`src/assert_macros.svh`:
```
// Assertion macros shared by the translation block cache RTL.
// Plain text macros only; no dependencies.
`ifndef ASSERT_MACROS_SVH
`define ASSERT_MACROS_SVH

// Same-cycle implication, checked out of reset.
`define TBC_ASSERT_IMPLY(lbl, clk, rstn, ante, cons, msg) \
  lbl: assert property (@(posedge clk) disable iff (!(rstn)) (ante) |-> (cons)) \
    else $error(msg);

// Next-cycle implication, checked out of reset.
`define TBC_ASSERT_NEXT(lbl, clk, rstn, ante, cons, msg) \
  lbl: assert property (@(posedge clk) disable iff (!(rstn)) (ante) |=> (cons)) \
    else $error(msg);

`endif

```
`src/tbc_pkg.sv`:
```
// Types and fixed field widths of the translation block cache.
// No dependencies; used by every module of the block but tbc_ram.
package tbc_pkg;

  localparam int KEY_W     = 64;
  localparam int GLEN_W    = 24;
  localparam int CADDR_W   = 48;
  localparam int CLEN_W    = 24;
  localparam int IDX_OUT_W = 8;

  // Stored row: key, code address, guest length, code length, then use count on top.
  localparam int ROW_KEY_LSB   = 0;
  localparam int ROW_CADDR_LSB = ROW_KEY_LSB + KEY_W;
  localparam int ROW_GLEN_LSB  = ROW_CADDR_LSB + CADDR_W;
  localparam int ROW_CLEN_LSB  = ROW_GLEN_LSB + GLEN_W;
  localparam int ROW_FIXED_W   = ROW_CLEN_LSB + CLEN_W;

  localparam int S_TDATA_W = KEY_W + GLEN_W + CADDR_W + CLEN_W;
  localparam int M_TDATA_W = IDX_OUT_W + 2 * CADDR_W + 3 * CLEN_W;
  localparam int M_TUSER_W = 2;

  typedef enum logic {
    ACT_LOOKUP = 1'b0,
    ACT_INSERT = 1'b1
  } action_e;

  typedef enum logic [1:0] {
    CMD_LOOKUP,
    CMD_APPEND,
    CMD_EVICT
  } cmd_kind_e;

  typedef struct packed {
    cmd_kind_e           kind;
    logic [KEY_W-1:0]    key;
    logic [GLEN_W-1:0]   glen;
    logic [CADDR_W-1:0]  caddr;
    logic [CLEN_W-1:0]   clen;
  } cmd_t;

  typedef struct packed {
    logic                 hit;
    logic [IDX_OUT_W-1:0] entry_index;
    logic [CADDR_W-1:0]   found_caddr;
    logic [CLEN_W-1:0]    found_clen;
    logic [GLEN_W-1:0]    found_glen;
    logic                 evicted;
    logic [CADDR_W-1:0]   ev_caddr;
    logic [CLEN_W-1:0]    ev_clen;
  } res_t;

endpackage

```
`src/tbc_front.sv`:
```
// Front end: accepts words, classifies them against the fill count, queues them.
// Depends on tbc_pkg and assert_macros.svh.
`include "assert_macros.svh"

module tbc_front import tbc_pkg::*; #(
  parameter int ENTRIES = 256,
  localparam int FILL_W = $clog2(ENTRIES + 1)
) (
  input  logic                 clk_i,
  input  logic                 rst_ni,
  input  logic                 in_valid_i,
  output logic                 in_ready_o,
  input  logic                 in_action_i,
  input  logic [S_TDATA_W-1:0] in_data_i,
  output logic                 q_valid_o,
  input  logic                 q_ready_i,
  output cmd_t                 q_cmd_o,
  output logic [FILL_W-1:0]    q_fill_o
);

  localparam logic [1:0] QDEPTH = 2'd2;
  localparam logic [FILL_W-1:0] FULL = FILL_W'(ENTRIES);

  logic [FILL_W-1:0] fill_q, fill_d;
  logic [1:0]        cnt_q, cnt_d;
  logic              wr_ptr_q, rd_ptr_q;
  cmd_t              cmd_mem_q [2];
  logic [FILL_W-1:0] fill_mem_q [2];
  cmd_t              new_cmd;
  logic              push, pop;

  assign in_ready_o = (cnt_q != QDEPTH);
  assign push       = in_valid_i && in_ready_o;
  assign q_valid_o  = (cnt_q != 2'd0);
  assign pop        = q_valid_o && q_ready_i;
  assign q_cmd_o    = cmd_mem_q[rd_ptr_q];
  assign q_fill_o   = fill_mem_q[rd_ptr_q];

  // Inserts are appended until the table is full; after that each one evicts.
  always_comb begin
    new_cmd.key   = in_data_i[ROW_KEY_LSB +: KEY_W];
    new_cmd.glen  = in_data_i[KEY_W +: GLEN_W];
    new_cmd.caddr = in_data_i[KEY_W + GLEN_W +: CADDR_W];
    new_cmd.clen  = in_data_i[KEY_W + GLEN_W + CADDR_W +: CLEN_W];
    fill_d        = fill_q;
    if (action_e'(in_action_i) == ACT_LOOKUP) begin
      new_cmd.kind = CMD_LOOKUP;
    end else if (fill_q < FULL) begin
      new_cmd.kind = CMD_APPEND;
      if (push) begin
        fill_d = fill_q + FILL_W'(1);
      end
    end else begin
      new_cmd.kind = CMD_EVICT;
    end
    cnt_d = cnt_q + {1'b0, push} - {1'b0, pop};
  end

  always_ff @(posedge clk_i or negedge rst_ni) begin
    if (!rst_ni) begin
      fill_q   <= '0;
      cnt_q    <= '0;
      wr_ptr_q <= 1'b0;
      rd_ptr_q <= 1'b0;
    end else begin
      fill_q <= fill_d;
      cnt_q  <= cnt_d;
      if (push) begin
        wr_ptr_q <= ~wr_ptr_q;
      end
      if (pop) begin
        rd_ptr_q <= ~rd_ptr_q;
      end
    end
  end

  always_ff @(posedge clk_i) begin
    if (push) begin
      cmd_mem_q[wr_ptr_q]  <= new_cmd;
      fill_mem_q[wr_ptr_q] <= fill_q;
    end
  end

  `TBC_ASSERT_IMPLY(a_queue_bound, clk_i, rst_ni, 1'b1, cnt_q <= QDEPTH, "queue overfilled")
  `TBC_ASSERT_IMPLY(a_fill_bound, clk_i, rst_ni, 1'b1, fill_q <= FULL, "fill count past table size")
  `TBC_ASSERT_IMPLY(a_evict_full, clk_i, rst_ni, push && new_cmd.kind == CMD_EVICT,
                    fill_q == FULL, "eviction issued with room left")
  `TBC_ASSERT_NEXT(a_push_seen, clk_i, rst_ni, push && !pop, q_valid_o, "queued word lost")

endmodule

```
`config.mk`:
```
export PLATFORM = sky130hd
export DESIGN_NAME = tbc_front
export DESIGN_NICKNAME = d
export VERILOG_FILES = /design/src/tbc_pkg.sv /design/src/tbc_front.sv
export VERILOG_INCLUDE_DIRS = /design/src /design/src/src
export SDC_FILE = /design/constraint.sdc
export NUM_CORES = 1
export LEC_CHECK = 0
export ABC_CLOCK_PERIOD_IN_PS = 21600
export BUFFER_PORTS_ARGS = -buffer_cell sky130_fd_sc_hd__buf_2
export CAP_MARGIN = 20
export CORE_UTILIZATION = 40
export CTS_BUF_LIST = sky130_fd_sc_hd__clkbuf_4
export DETAILED_ROUTE_END_ITERATION = 6
export MAX_ROUTING_LAYER = met4
export PLACE_DENSITY_LB_ADDON = 0.3
export SYNTH_ARGS = -nofsm -noshare
export SYNTH_HDL_FRONTEND = slang
export SYNTH_SLANG_ARGS = --single-unit
```
`constraint.sdc`:
```
create_clock -name clk_i -period 21.6 [get_ports clk_i]
set_input_delay 4.32 -clock clk_i [delete_from_list [all_inputs] [get_ports clk_i]]
set_output_delay 4.32 -clock clk_i [all_outputs]
set_load 0.005 [all_outputs]
```
After elaboration in Yosys (flattened, before gate mapping)
Memories as Yosys holds them, arrays and structs flattened. Cells that the tools add are included.

Bits in registers: 13. Bits in writable memories: 342. Word-level logic and storage cells: 21. Memories kept: 2.

Memory list: cmd_mem_q (words 2, width 162, rd ports 1, clocked after Yosys merged registers in 0, write ports 1, RTL line tbc_front.sv:27) `cmd_t cmd_mem_q [2];`; fill_mem_q (words 2, width 9, rd ports 1, clocked after Yosys merged registers in 0, write ports 1, RTL line tbc_front.sv:28) `logic [FILL_W-1:0] fill_mem_q [2];`.

Add/sub/neg operators: 3. Order comparisons: 1. Equality and inequality tests: 1. Multiplexer cells: 4. Bitwise logic cells: 2. Reduce and logical (&&, ||, !) cells: 4.

Operators by type and width (count): adder 9 x 1 -> 9 bit, second input constant (1); < comparator 9 bit, second input constant (1); 2-to-1 mux 2 bit (2); AND reduction 3 bit (1); adder 2 x 1 -> 2 bit (1); logical AND 1 bit (2); 2-to-1 mux 1 bit (2); != test 2 bit, second input constant (1); NOT 1 bit (2); nonzero test 2 bit (1); subtractor 2 x 1 -> 2 bit (1).

Longest topological paths before layout
Gate-level depths: netlist (run 1).

Depth after elaboration: 4. Gate-level depth with buffers: 6.

Least setup slack after synthesis (run 1)
Ideal clock, no wire load.

Path type: input to register. From: input port in_valid_i. To: memory cmd_mem_q[0][0] (netlist bit), enable pin. Setup time: 0.704 ns. Data arrival time: 11.688 ns. Setup slack: 9.209 ns. Stages: 3. Path buffers: 1. Cell sequence: buf_2 > nand2_1 > nor2_1.

Longest elaborated chain between the ends: 3.

RTL lines: start, declared (RTL line tbc_front.sv:11) `input logic in_valid_i,`; logical AND 1 bit (RTL line tbc_front.sv:33) `assign push = in_valid_i && in_ready_o;`; 2-to-1 mux 1 bit (RTL line tbc_front.sv:78) `if (push) begin`; 2-to-1 mux 1 bit (not written as such) (RTL line tbc_front.sv:79) `cmd_mem_q[wr_ptr_q] <= new_cmd;`; end, declared (RTL line tbc_front.sv:27).

No other way between the ends.

==> results of run 1 <==
==> cells in the final DEF (no fill, tap or decap), types with 6 or more instances in the layout <==
| cell | instances |
|---|---|
| nand2_1 | 9 |
| edfxtp_1 | 342 |
| mux2_1 | 82 |
| buf_2 | 337 |
| buf_4 | 6 |
| clkinv_1 | 8 |
| xnor2_1 | 7 |
| mux2_2 | 89 |
| clkbuf_4 | 143 |
| dfrtp_1 | 12 |
==> where the power goes <==
part | internal (W) | switching [W]
sequential | 0.000944 | 0.0000545
combinational | 0.000251 | 0.000283
clock | 0.000310 | 0.000253
total | 0.00150 | 0.000590
==> per-layer routing <==
metal | wire [µm] | global-route usage [%]
met4 | 521 | 6.958
met5 | 0 | -
met2 | 12240 | 24.12
met1 | 10150 | 17.09
met3 | 2452 | 7.124
==> area by class of cell <==
class,instances,area share (%)
well taps,402,3.091
diodes,2,0.03076
flip-flops and latches,355,65.13
clock buffers,143,6.597
multi-input cells,216,13.96
repair buffers,343,10.64
clock inverters,14,0.5536
==> per-stage QoR <==
stage          instance area, µm²  power [W]
2_1_floorplan               12980   0.001339
6_report                    16270   0.002094
3_5_place_dp                15100   0.001559
3_3_place_gp                15100   0.001553
5_1_grt                     16270   0.002217
4_1_cts                     16270   0.002137
==> synthesized netlist by cell type (all sizes together), types with 2 or more instances <==
cell / count
and2: 2
and2b: 2
and3: 2
buf: 20
dfrtp: 13
edfxtp: 342
ha: 2
mux2: 171
nand2: 9
nand3: 4
nand4: 2
nor2: 3
nor3: 2
xnor2: 7
xor2: 3
==> flip-flops by register name, indices dropped and copies added, names as in the netlist <==
signal / cells
rd_ptr_q: 1
cnt_q: 2
wr_ptr_q: 1
cmd_mem_q: 324
fill_mem_q: 18
fill_q: 9
==> final timing paths <==
check	startpoint	end	cells after the start
max in group asynchronous	rst_ni	rd_ptr_q	1
setup / recovery	rd_ptr_q	q_cmd_o[11]	3
setup reg to reg	cnt_q[0]	cmd_mem_q[0][88]	4
hold / removal	fill_q[5]	fill_q[5]	1
min in group asynchronous	rst_ni	fill_q[1]	1
hold reg to reg	fill_q[5]	fill_q[5]	1
==> worst max-delay path: cells and delay by family, from the launching register on <==
| family | cells | cell delay, ns |
|---|---|---|
| flip-flops | 1 | 0.84 |
| buffers and inverters | 2 | 0.99 |
| multiplexers | 1 | 0.45 |
==> cell families (layout without fill, tap and decap cells) <==
logic type / count (synthesis) / count (layout) / synth area share [%]
xor gates and xnor gates: 10 / 10 / 0.6747
buffers and inverters: 20 / 500 / 0.9735
and+or+nand+nor: 29 / 29 / 1.465
other: 0 / 2 / 0
DFF: 355 / 355 / 81.62
adders and majority gates: 2 / 2 / 0.1927
muxes: 171 / 171 / 14.83
AOI/OAI and AO/OA: 4 / 4 / 0.2410
==> qor.yml, run 1 <==
route:
  drt-total-wl_um: 25370
  num_vias: 6947
  viasPerCell: 4.710
  drcViolationCount: 0
  route.detailed.wl_per_inst_um: 17.20
  ant_nets: 0
  drt_iter0_drc: 359
  drt_pass1_iterations: 4
sta:
  relSlewSlack_pct: 31.94
  fin_crit_sh_pct: 34.37
  tns_ns: 0
  setup_viol: 0
  fin_skew_ns: 0.02422
  rsz0062_at_grt: "false"
  whs_ns: 0.5088
  period_needed_ns: 7.424
  slew_violations: 0
  fin_ws_ns: 14.18
  max_freq_mhz: 134.7
  worstMarginPinSlew_ns: 1.018
  hold_viol: 0
yosys:
  syn_avg_cell_area_um2: 21.96
  yosysTopAreaCellShare_pct: 79.11
  yosys.area.top_type: "edfxtp_1"
  ys_top_cells_by_area: "edfxtp_1 79%, mux2_2 7.7%, mux2_1 7.1%, dfrtp_1 2.5%, xnor2_1 0.47%"
  synth_nets: 758
  syn_inst: 591
  ys_seq_area_share_pct: 81.62
  synthFlopType: "edfxtp_1"
  synth-edff-count: 342
  synth_async_sr_flop_share_pct: 3.662
  synth_area_um2: 12980
  synth_seq_cells: 355
  synth_cell_types: 29
  ys_warn_count: 0
worst_setup_path:
  cp_slowest_stage_delay_ns: 0.86
  crit_path_cell_trace: "buf_4, mux2_2, buf_2"
  crit_type: "register to output pin"
  cp-end-kind: "output pin"
  cp.arrival_ns: 3.10
  critPathLaunchType: "register"
  worstPathMaxFanout: 73
  required_ns: 17.28
  slowest_stage: "buf_4"
  r2r_setup_slack_ns: 18.68
clock_network:
  clkSlewWorstSetupHoldPaths_ns: 0.06
  cts_tree: "yes"
  cts_setup_buffers: 0
  clock_sinks: 355
  cts_resized: 0
  htreeDepth: 3
  hold_buffers: 0
  cts-root-buf: "clkbuf_4"
  numCtsBuffers: 93
  clockBufferDepth: 3
  worstSkewPairLatency_ns: 0.71
global_routing:
  grt_pass1_vias: 7137
  grt_max_degree: 74
  grt_use_total_pct: 15.53
  grt_pass1_wl_um: 37960
  overflow: 0
  antenna_found_initial: 2
placement:
  place_inst: 1316
  gp_congestion: 0.7163
  port_buffers: 337
  post-place-ws_ns: 14.70
  dpl.hpwl_um: 15880
floorplan:
  rows: 65
  core_area_um2: 31720
  fp.dieArea_um2: 33180
  die_w_um: 182.1
  start_util_pct: 40.93
  io_pins: 338
  die_h_um: 182.1
layout:
  drive_gt1_share_pct: 55.18
  syn2layout_area_growth_pct: 25.36
  fillers: 2677
  fin_util_pct: 51.31
  multi_input_area_um2: 2271
  fin_cells: 1475
  regArea_um2: 10600
  fin_nets: 1176
pwr:
  p_leak_nw: 6.231
  max-vdd-ir-drop_mv: 0.06588
  powerDensity_nw_per_um2: 128.7
min_path:
  hold_path.class: "register to register"
status:
  status: "finished, final reports clean"
flow_run:
  maxCapViolCount: 0
(Power assumes the default switching activity.)
==> run 2: changes to the inputs <==
ABC_CLOCK_PERIOD_IN_PS = 7500   (was 21600)
clock period = 7.5 ns   (was 21.6 ns; I/O delays follow)
==> run 2 against run 1 <==
Global-route usage down 0.082 points; non-clock buffer count unchanged; largest cell class unchanged; die area unchanged; largest power group unchanged; sequential cell count unchanged; critical path depth unchanged; clock power rose to 2.9 times the previous value; setup slack worse by 11 ns.
==> qor.yml, run 2 (synthesis results as in run 1) <==
status:
  status: "finished, final reports clean"  # unchanged
sta:
  slew_violations: 0  # unchanged
  whs_ns: 0.5035  # was 0.5088 ns
  fin_crit_sh_pct: 58.50
  max_freq_mhz: 227.9
  hold_viol: 0  # unchanged
  rsz0062_at_grt: "false"  # unchanged
  relSlewSlack_pct: 26.44  # was 31.94%
  setup_viol: 0  # unchanged
  worstMarginPinSlew_ns: 1.103  # was 1.018 ns
  tns_ns: 0  # unchanged
  fin_ws_ns: 3.113  # was 14.18 ns
  fin_skew_ns: 0.02520  # was 0.02422 ns
  period_needed_ns: 4.387
clock_network:
  cts_resized: 0  # unchanged
  worstSkewPairLatency_ns: 0.73  # was 0.71 ns
  clockBufferDepth: 3  # unchanged
  cts_setup_buffers: 0  # unchanged
  htreeDepth: 3  # unchanged
  clock_sinks: 355  # unchanged
  clkSlewWorstSetupHoldPaths_ns: 0.06  # about the same
  hold_buffers: 0  # unchanged
  numCtsBuffers: 91  # was 93
  cts-root-buf: "clkbuf_4"  # unchanged
  cts_tree: "yes"  # unchanged
route:
  drt_pass1_iterations: 4  # unchanged
  drt_iter0_drc: 264  # was 359
  route.detailed.wl_per_inst_um: 16.99  # was 17.20 µm
  num_vias: 6951  # was 6947
  ant_nets: 0  # unchanged
  viasPerCell: 4.703  # was 4.710
  drt-total-wl_um: 25120  # was 25370 µm
  drcViolationCount: 0  # unchanged
global_routing:
  overflow: 0  # unchanged
  grt_pass1_vias: 7336  # was 7137
  antenna_found_initial: 5  # was 2
  grt_use_total_pct: 15.45  # was 15.53%
  grt_max_degree: 160  # was 74
  grt_pass1_wl_um: 37830  # was 37960 µm
worst_setup_path:
  r2r_setup_slack_ns: 4.89  # was 18.68 ns
  crit_path_cell_trace: "buf_4, mux2_2, buf_2"  # unchanged
  cp-end-kind: "output pin"  # unchanged
  worstPathMaxFanout: 76  # was 73
  r2r_start: "cnt_q[0]"  # unchanged
  required_ns: 6.00  # was 17.28 ns
  cp.arrival_ns: 2.89  # was 3.10 ns
  crit_type: "register to output pin"  # unchanged
  cp_slowest_stage_delay_ns: 0.82  # was 0.86 ns
  path_buf_inv: 2  # unchanged
  r2r_cells: 5  # was 4
  slowest_stage: "buf_4"  # unchanged
  critPathTopFamily: "buffers and inverters"  # unchanged
  r2r-end: "cmd_mem_q[0][88]"  # unchanged
  critPathLaunchType: "register"  # unchanged
floorplan:
  core_area_um2: 31720  # unchanged
  io_pins: 338  # unchanged
  die_w_um: 182.1  # unchanged
  fp.dieArea_um2: 33180  # unchanged
  die_h_um: 182.1  # unchanged
  rows: 65  # unchanged
  start_util_pct: 40.93  # unchanged
pwr:
  p_leak_nw: 6.257  # was 6.231 nW
  powerDensity_nw_per_um2: 372.0  # was 128.7 nW/µm²
  max-vdd-ir-drop_mv: 0.4949  # was 0.06588 mV
min_path:
  hold_depth: 1  # unchanged
  hold_end: "fill_q[5]"  # unchanged
  min-delay-start: "fill_q[5]"  # unchanged
  hold_path.class: "register to register"  # unchanged
placement:
  dpl.hpwl_um: 15520  # was 15880 µm
  gp_congestion: 0.7305  # was 0.7163
  port_buffers: 337  # unchanged
  post-place-ws_ns: 3.801  # was 14.70 ns
layout:
  largest_reg_flops: 324  # unchanged
  syn2layout_area_growth_pct: 25.71  # was 25.36%
  top_register: "cmd_mem_q"  # unchanged
  mostFrequentLayoutCell: "edfxtp_1"  # unchanged
  layout_common_cells: "342 x edfxtp_1, 337 x buf_2, 137 x clkbuf_4, 89 x mux2_2, 82 x mux2_1"  # was 342 x edfxtp_1, 337 x buf_2, 143 x clkbuf_4, 89 x mux2_2, 82 x mux2_1
  fin_util_pct: 51.45  # was 51.31%
  fillers: 2676  # was 2677
  fin_nets: 1174  # was 1176
  drive_gt1_share_pct: 55.00  # was 55.18%
  top_regs: "cmd_mem_q: 324 flops, fill_mem_q: 18 flops, fill_q: 9 flops"  # unchanged
flow_run:
  maxCapViolCount: 0  # unchanged
-- run 2: cell type report --
| class | instances | area [µm²] | share of cell area (%) |
|---|---|---|---|
| antenna | 5 | 12.51 | 0.07668 |
| clock buffer | 137 | 1028 | 6.303 |
| clock inverter | 20 | 160.2 | 0.9814 |
| multi-input combinational | 216 | 2271 | 13.92 |
| sequential | 355 | 10600 | 64.95 |
| tap | 402 | 503.0 | 3.082 |
| timing repair buffer | 343 | 1744 | 10.69 |
-- run 2: worst max path at each step --
stage / start / endpoint / slack (ns) / depth (start not counted)
2_1_floorplan: in_valid_i / cmd_mem_q[0][0] / 0.82 / 3
3_3_place_gp: rd_ptr_q / q_fill_o[5] / 3.80 / 3
3_5_place_dp: in_valid_i / cmd_mem_q[0][84] / 3.80 / 5
4_1_cts: rd_ptr_q / q_fill_o[5] / 2.96 / 3
5_1_grt: rd_ptr_q / q_cmd_o[68] / 2.87 / 3
6_report: rd_ptr_q / q_cmd_o[15] / 3.11 / 3
-- run 2: routing by layer --
| layer | vias to the layer above | GRT usage, % | part of all wire (%) |
|---|---|---|---|
| li1 | 3263 | - | - |
| met1 | 3374 | 16.97 | 40 |
| met2 | 275 | 24.25 | 49 |
| met3 | 39 | 6.067 | 8.7 |
| met4 | 0 | 8.168 | 2.3 |
| met5 | - | - | 0 |
-- run 2: through the flow --
step | power (W) | cell area [µm²] | std cells
after global placement | 0.004475 | 15120 | 1316
final | 0.006070 | 16320 | 1478
after global routing | 0.006424 | 16320 | 1478
after CTS | 0.006189 | 16310 | 1473
after floorplan | 0.003827 | 12980 | 591
after detailed placement | 0.004491 | 15120 | 1316
-- run 2: power by group --
group,switching (W),internal [W]
Sequential,0.000135,0.00272
Combinational,0.000834,0.000729
Clock,0.000723,0.000931
